$ cat src/rtl/vdft_pkg.sv
package vdft_pkg;

    localparam int TABLE_ENTRIES = 1024;
    localparam int ENTRY_W       = $clog2(TABLE_ENTRIES);
    localparam int CNT_W         = ENTRY_W + 1;
    localparam int ID_W          = 10;
    localparam int IDX_W         = 16;
    localparam int KEY_W         = 4 * IDX_W;
    localparam int CFG_IDX_W     = 2;

    localparam logic [CFG_IDX_W-1:0] REG_COUNTER_CLOCKWISE = 2'd0;
    localparam logic [CFG_IDX_W-1:0] REG_USE_NORMALS       = 2'd1;
    localparam logic [CFG_IDX_W-1:0] REG_USE_TEXCOORDS     = 2'd2;
    localparam logic [CFG_IDX_W-1:0] REG_USE_COLOURS       = 2'd3;

    typedef struct packed {
        logic             new_shape;
        logic             new_face;
        logic [IDX_W-1:0] pos_index;
        logic [IDX_W-1:0] normal_index;
        logic [IDX_W-1:0] texcoord_index;
        logic [IDX_W-1:0] colour_index;
    } in_t;

    typedef struct packed {
        logic            new_vertex;
        logic [ID_W-1:0] vertex_id;
        logic            triangle_valid;
        logic [ID_W-1:0] tri_first;
        logic [ID_W-1:0] tri_second;
        logic [ID_W-1:0] tri_third;
        logic            table_full;
    } out_t;

    typedef struct packed {
        logic counter_clockwise;
        logic use_normals;
        logic use_texcoords;
        logic use_colours;
    } cfg_t;

endpackage

$ cat src/rtl/vdft_cfg_regs.sv
module vdft_cfg_regs (
    input  logic                          clk,
    input  logic                          rst_n,
    input  logic                          cfg_we,
    input  logic [vdft_pkg::CFG_IDX_W-1:0] cfg_index,
    input  logic                          cfg_data,
    output vdft_pkg::cfg_t                cfg
);

    import vdft_pkg::*;

    cfg_t cfg_reg;
    cfg_t cfg_next;

    always_comb
    begin
        cfg_next = cfg_reg;
        if (cfg_we)
        begin
            case (cfg_index)
                REG_COUNTER_CLOCKWISE: cfg_next.counter_clockwise = cfg_data;
                REG_USE_NORMALS:       cfg_next.use_normals       = cfg_data;
                REG_USE_TEXCOORDS:     cfg_next.use_texcoords     = cfg_data;
                REG_USE_COLOURS:       cfg_next.use_colours       = cfg_data;
                default:               cfg_next = cfg_reg;
            endcase
        end
    end

    always_ff @(posedge clk or negedge rst_n)
    begin
        if (!rst_n)
        begin
            cfg_reg <= '{counter_clockwise: 1'b1, use_normals: 1'b0,
                         use_texcoords: 1'b0, use_colours: 1'b0};
        end
        else
        begin
            cfg_reg <= cfg_next;
        end
    end

    assign cfg = cfg_reg;

endmodule

$ cat config.mk
export PLATFORM = sky130hd
export DESIGN_NAME = vdft_cfg_regs
export DESIGN_NICKNAME = d
export VERILOG_FILES = /design/src/rtl/vdft_pkg.sv /design/src/rtl/vdft_cfg_regs.sv
export SDC_FILE = /design/constraint.sdc
export NUM_CORES = 1
export LEC_CHECK = 0
export BUFFER_PORTS_ARGS = -buffer_cell sky130_fd_sc_hd__buf_2
export CAP_MARGIN = 20
export CELL_PAD_IN_SITES_DETAIL_PLACEMENT = 0
export CELL_PAD_IN_SITES_GLOBAL_PLACEMENT = 2
export CORE_AREA = 2 2 39 41
export DETAILED_ROUTE_END_ITERATION = 8
export DIE_AREA = 0 0 41 43
export HOLD_SLACK_MARGIN = 0.15
export PLACE_DENSITY_LB_ADDON = 0.1
export SLEW_MARGIN = 20
export SYNTH_ARGS = -nofsm -noshare
export SYNTH_HDL_FRONTEND = slang
export SYNTH_SLANG_ARGS = --single-unit
$ cat constraint.sdc
create_clock -name clk -period 1.2 [get_ports clk]
set_input_delay 0.18 -clock clk [delete_from_list [all_inputs] [get_ports clk]]
set_output_delay 0.18 -clock clk [all_outputs]
set_load 0.005 [all_outputs]
# ---- Word-level counts from Yosys, hierarchy flattened
# Index checks and enable logic that the tools add are counted.
dict set report word_totals {
  ff_bits 4
  wordCells 12
  out_inout_bits 4
}
dict set report op_classes {
  n_eq_ne 3
  reduce_logical 5
}
# op n
set ops {}
lappend ops {{AND reduction 2 bit} 4}
lappend ops {{equality test 2 bit, second input constant} 2}
lappend ops {{equality test 2 x 1 -> 1 bit, second input constant} 1}
lappend ops {{logical NOT 2 bit} 1}

# ---- Depth between registers and ports, before layout
# Gate-level depths: netlist of the first run.
dict set report depth {
  depth_word 2
  mapped_depth 2
  ltp_nobuf 2
}

# ---- Worst setup path before layout of the first run
# No wires, ideal clock.
dict set report synth_timing {
  path_type {register to register}
  start {register cfg[1] (netlist name)}
  end {register cfg_reg, in the netlist cfg[1]}
  path_slack_ps 430
  setup_time_ps 127
  t_required_ps 1073
  path_buffers 0
  synth_period_minus_slack_ps 770
  stages_incl_launch_ff 2
  arrival_ps 643
  cell_sequence {dfrtp_1 mux2_1}
}
# item line
set synth_rtl {}
lappend synth_rtl {{to (signal assigned)} vdft_cfg_regs.sv:34} ;# cfg_reg <= '{counter_clockwise: 1'b1, use_normals: 1'b0,
lappend synth_rtl {{to (signal assigned)} vdft_cfg_regs.sv:39} ;# cfg_reg <= cfg_next;
lappend synth_rtl {{to (decl)} vdft_cfg_regs.sv:12} ;# cfg_t cfg_reg;

# ---- Worst setup path in the final report of the first run
dict set report layout_timing {
  start {register cfg_reg, in the netlist cfg[3]}
  end {output cfg[3] (netlist bit)}
}
# item line
set layout_rtl {}
lappend layout_rtl {{to (decl)} vdft_cfg_regs.sv:7} ;# output vdft_pkg::cfg_t cfg
# No word-level cell between the ends.

==> run_results.csv, run 1 <==
group,metric,value,unit
routing,detailedRoute.firstIterationViolations,2,
yosys,yosysWarningCount,0,
sta,maximum_achievable_frequency,0.975,GHz
setup_path,worstPathMaxFanout,2,
routing,post_route_drc_violation_count,0,
cts,cts-root-to-sink-buffers,2,
grt,first_global_vias,149,
setup_path,worst_path_dominant_cell_family,"flip-flops",
setup_path,cp_slowest_cell,"sky130_fd_sc_hd__dfstp_2",
yosys,asr_flop_ratio_synth,100,%
run,maxCapViolations,0,
layout,largest_reg_flops,4,
layout,area_growth,56.6,%
grt,groute.layer.met2.usage,7.19,%
yosys,synth_cells,12,
routing,route.vias.total,143,
cts,clkSlewWorstSetupHoldPaths,0.04,ns
floorplanning,fp-row-count,14,
placed_design,gp_congestion,0.564,
yosys,summed_instance_area_of_the_synthesized_netlist,179,um2
yosys,synth.net_count,18,
layout,ant_cells,0,
grt,grt_pass1_wl,586,um
grt,antenna_found_initial,0,
yosys,synth_enable_flop_cells,0,
setup_path,timing.critical_path.to_type,"primary output",
sta,slew-limit-headroom,90.3,%
power,powerDensity,1540,nW/um2
yosys,yosysTopAreaCell,"sky130_fd_sc_hd__dfrtp_1",
cts,tritoncts,"done",
power,max-vdd-ir-drop,405,uV
routing,totalWireLength,394,um
setup_path,timing.critical_path.slowest_cell_delay,0.51,ns
sta,fin_crit,1.03,ns
floorplanning,design.die.area,1760,um2
routing,via_density_per_instance,3.40,
sta,timing.final.setup_violations,0,
grt,globalRouteOverflowTotal,0,
layout,number_of_filler_instances_in_the_final_layout,157,
yosys,synthFlopType,"sky130_fd_sc_hd__dfrtp_1",
yosys,synth_seq_area_share,56.6,%
layout,layout.area.seq,101,um2
yosys,synth.top_cell.area_share,42.0,%
layout,multiInputGateArea,77.6,um2
power,p_leak,0.125,nW
setup_path,cp_cell_sequence,"buf_2",
routing,firstDrtPassIters,2,
setup_path,worst-endpoint-required,1.02,ns
cts,tritoncts.num_buffers,3,
setup_path,crit_buf_inv,1,
sta,finalSetupTns,0,ns
yosys,synth_top_cells_by_area,"sky130_fd_sc_hd__dfrtp_1 42%, sky130_fd_sc_hd__dfstp_2 15%, sky130_fd_sc_hd__mux2_1 13%, sky130_fd_sc_hd__mux2_2 13%, sky130_fd_sc_hd__nand3b_1 8.4%",
grt,grtUsageTotal,5.95,%
sta,grt_setup_unrepaired,"false",
sta,period_share,85.4,%
yosys,synth_seq_cells,4,
yosys,syn_area_per_cell,14.9,um2
routing,wl_per_cell,9.38,um
grt,grt.busiest_layer,"met4",
floorplanning,num_io_pins,10,
placed_design,number_of_buffers_added_on_ports,9,
sta,worst_pin_slew,0.146,ns
outcome,run_status,"finished, final reports clean",
grt,grt_max_degree,5,
layout,final_core_utilization,20.3,%
cts,maximum_level_of_the_cts_h_tree,1,
routing,drt.antenna.violating_nets,0,
sta,finalMaxSlewViolations,0,
cts,cts_setup_buffers,0,
floorplanning,core_area,1380,um2
sta,final_hold_viol_count,0,
cts,clock-root-buffer,"sky130_fd_sc_hd__clkbuf_4",
setup_path,critical_path_arrival,0.85,ns
floorplanning,initial_core_util,12.9,%
yosys,synth_most_common_cell,"sky130_fd_sc_hd__dfrtp_1",
yosys,ys_top_cells_by_count,"3 x sky130_fd_sc_hd__dfrtp_1, 2 x sky130_fd_sc_hd__mux2_1, 2 x sky130_fd_sc_hd__mux2_2, 2 x sky130_fd_sc_hd__nand3b_1",
yosys,synth.lib_cells_used.distinct,7,
cts,clk_latency,0.23,ns
floorplanning,floorplan_die_width,41,um
cts,ctsResizeCount,0,
grt,gr-usage-met1,4.90,%
floorplanning,chipHeight,43,um
grt,grt_use_met3,4.71,%
layout,fin_nets,33,
setup_path,crit_type,"reg2out",
cts,cts_num_sinks,4,
setup_path,worst_setup_path_start_kind,"register",
min_path,min-delay-path-class,"in2reg",
sta,clock_skew,0,ns
layout,drive_above_1_share,61.5,%
-- logic make-up (layout without fill, tap and decap cells) --
group | Yosys count | count (layout) | share of synthesized area, %
muxes | 4 | 4 | 25.2
buffers and inverters | 0 | 14 | 0
DFF | 4 | 4 | 56.6
and+or+nand+nor | 4 | 4 | 18.2
-- routing by layer --
metal  vias up  wire length (um)
met5         -                 0
met4         0                 5
met3         2                33
met2         4               221
met1        66               133
li1         71                 -
-- worst paths after layout --
path,start,end,slack [ns],depth (start not counted)
max reg2reg,cfg[2],cfg[2],0.41,1
min reg2reg,cfg[1],cfg[1],0.49,1
min,cfg_data,cfg[1],0.20,2
max in group asynchronous,rst_n,cfg[3],0.71,2
min in group asynchronous,rst_n,cfg[1],0.28,2
max,cfg[3],cfg[3],0.17,1
-- where the power goes --
part	total, mW	switching [mW]	internal [mW]	leakage (nW)
logic	0.0752	0.0301	0.0451	0.0636
clock network	0.179	0.0547	0.125	0.0150
registers	0.177	0.0110	0.166	0.0460
total	0.431	0.0958	0.336	0.125
-- stage by stage --
| step | setup slack [ns] | power [mW] | area, um2 | instances | hold slack (ns) |
|---|---|---|---|---|---|
| 3_3_place_gp | 0.271 | 0.252 | 244 | 37 | -0.0121 |
| 4_1_cts | 0.158 | 0.448 | 280 | 42 | 0.200 |
| 6_report | 0.175 | 0.431 | 280 | 42 | 0.202 |
| 5_1_grt | 0.135 | 0.473 | 280 | 42 | 0.209 |
| 2_1_floorplan | 0.430 | 0.208 | 179 | 12 | -0.116 |
| 3_5_place_dp | 0.261 | 0.255 | 244 | 37 | -0.0120 |
-- area by class of cell --
cell class,instances,share of cell area [%]
Timing Repair Buffer,10,19.6
Sequential cell,4,36.2
Tap cell,16,7.14
Multi-Input combinational cell,8,27.7
Clock buffer,4,9.37
-- layout by cell type (no fill, tap or decap), drive strengths merged --
cell / n
buf: 9
clkbuf: 4
mux2: 4
dfrtp: 3
nand3b: 2
nor3b: 1
nand3: 1
dfstp: 1
dlygate4sd3: 1
-- repair_timing --
action,4_1_cts,5_1_grt
endpoints found under the hold margin,4,0
setup endpoints to repair,0,0
hold buffers,1,0
No activity file was read; power rests on OpenSTA's default activity.
==> run 2, diff against run 1 <==
--- a/config.mk
+++ b/config.mk
@@ -10,6 +10,7 @@
 export CELL_PAD_IN_SITES_DETAIL_PLACEMENT = 0
 export CELL_PAD_IN_SITES_GLOBAL_PLACEMENT = 2
 export CORE_AREA = 2 2 39 41
+export CTS_BUF_LIST = sky130_fd_sc_hd__clkbuf_4 sky130_fd_sc_hd__clkbuf_8 sky130_fd_sc_hd__clkbuf_16
 export DETAILED_ROUTE_END_ITERATION = 8
 export DIE_AREA = 0 0 41 43
 export HOLD_SLACK_MARGIN = 0.15
==> run 2 against run 1 <==
Effect of this change: design area increased by 1.3%; combinational power about the same; utilization increased by 0.27 points.
==> run_results.csv, run 2 (synthesis gave the netlist of run 1 again) <==
group,metric,value,unit
floorplanning,design.die.area,1760,um2
cts,maximum_level_of_the_cts_h_tree,1,
cts,cts_num_sinks,4,
routing,wl_per_cell,9.48,um
sta,worst_pin_slew,0.146,ns
floorplanning,core_area,1380,um2
floorplanning,num_io_pins,10,
cts,cts-root-to-sink-buffers,2,
setup_path,cp_cell_sequence,"buf_2",
sta,timing.final.setup_violations,0,
layout,fin_nets,33,
placed_design,gp_congestion,0.564,
sta,maximum_achievable_frequency,0.975,GHz
routing,detailroute.wirelength.met2,221,um
routing,m1WireLength,137,um
sta,finalSetupTns,0,ns
layout,layout.area.seq,101,um2
layout,multiInputGateArea,77.6,um2
min_path,min-delay-path-class,"in2reg",
cts,clk_latency,0.23,ns
sta,period_share,85.5,%
layout,number_of_filler_instances_in_the_final_layout,155,
power,combPwrFrac,16.5,%
sta,final_hold_viol_count,0,
routing,drt.antenna.violating_nets,0,
grt,grtUsageTotal,5.95,%
power,p_leak,0.128,nW
sta,fin_crit,1.03,ns
routing,totalWireLength,398,um
power,powerDensity,1600,nW/um2
routing,firstDrtPassIters,2,
cts,ctsResizeCount,0,
grt,first_global_vias,149,
grt,globalRouteOverflowTotal,0,
setup_path,timing.critical_path.slowest_cell_delay,0.51,ns
cts,tritoncts,"done",
setup_path,crit_type,"reg2out",
grt,antenna_found_initial,0,
floorplanning,chipHeight,43,um
setup_path,critical_path_arrival,0.85,ns
setup_path,cp_slowest_cell,"sky130_fd_sc_hd__dfstp_2",
layout,largest_reg_flops,4,
cts,ctsHoldBuffers,1,
placed_design,worst_slack_placed,0.261,ns
routing,via_density_per_instance,3.38,
layout,ant_cells,0,
setup_path,timing.critical_path.to_type,"primary output",
run,maxCapViolations,0,
power,max-vdd-ir-drop,405,uV
floorplanning,floorplan_die_width,41,um
power,p_int,0.358,mW
setup_path,worst_path_dominant_cell_family,"flip-flops",
grt,grt_pass1_wl,586,um
floorplanning,initial_core_util,12.9,%
layout,mostFrequentLayoutCell,"sky130_fd_sc_hd__buf_2",
routing,route.vias.total,142,
sta,slew-limit-headroom,90.3,%
grt,grt_max_degree,5,
cts,tritoncts.num_buffers,3,
routing,route.top_layer_used,"met4",
routing,detailedRoute.firstIterationViolations,1,
setup_path,worst-endpoint-required,1.02,ns
cts,clock-root-buffer,"sky130_fd_sc_hd__clkbuf_4",
setup_path,regToRegStartpoint,"cfg[2]",
setup_path,worst_setup_path_start_kind,"register",
sta,final.setup.worst_slack,0.174,ns
routing,post_route_drc_violation_count,0,
sta,grt_setup_unrepaired,"false",
floorplanning,fp-row-count,14,
min_path,min_from,"cfg_data",
setup_path,crit_buf_inv,1,
placed_design,number_of_buffers_added_on_ports,9,
power,swShare,21.3,%
sta,clock_skew,0,ns
cts,clkSlewWorstSetupHoldPaths,0.04,ns
setup_path,worstPathMaxFanout,2,
power,power.sequential.fraction,38.8,%
routing,met3_wirelength,33,um
setup_path,critical_path.startpoint,"cfg[3]",
sta,finalMaxSlewViolations,0,
layout,area_growth,58.7,%
layout,drive_above_1_share,65.4,%
layout,final_cell_mix,"9 x sky130_fd_sc_hd__buf_2, 4 x sky130_fd_sc_hd__clkbuf_4, 3 x sky130_fd_sc_hd__dfrtp_1",
cts,cts_setup_buffers,0,
power,p_sw,0.0972,mW
power,power.share.clock,44.7,%
outcome,run_status,"finished, final reports clean",
run 2: cell counts in the layout (fill, tap and decap cells not counted):
Identical to the previous run, type by type.
run 2: final cells by class:
cell class	count	area share, %
clock buffers	4	10.6
flip-flops and latches	4	35.7
multi-input cells	8	27.3
repair buffers	10	19.4
well taps	16	7.05
run 2: through the flow:
step	cell area [um2]	hold WS, ns	cells	total power [mW]	util, %
after detailed placement	244	-0.0120	37	0.255	17.6
after CTS	284	0.200	42	0.471	20.5
after floorplan	179	-0.116	12	0.208	-
after global placement	244	-0.0121	37	0.252	17.6
after global routing	284	0.208	42	0.497	20.5
final	284	0.200	42	0.455	20.5
run 2: power by group through the flow:
stage,Sequential (mW),Combinational [mW],Clock [mW]
floorplan,0.182,0.0261,0
global placement,0.177,0.0749,0
detailed placement,0.179,0.0758,0
CTS,0.178,0.0785,0.215
global route,0.180,0.0829,0.234
finish,0.177,0.0752,0.203
run 2: per-layer routing:
| metal | GRT usage [%] | vias up |
|---|---|---|
| met5 | 0 | - |
| li1 | - | 71 |
| met2 | 7.19 | 4 |
| met4 | 8.00 | 0 |
| met3 | 4.71 | 2 |
| met1 | 4.90 | 65 |
run 2: path summary, 6_finish.rpt:
path	to	slack, ns	depth (start not counted)
setup / recovery	cfg[3]	0.17	1
hold / removal	cfg[1]	0.20	2
setup reg to reg	cfg[2]	0.41	1
hold reg to reg	cfg[1]	0.49	1
max in group asynchronous	cfg[3]	0.71	2
min in group asynchronous	cfg[1]	0.28	2
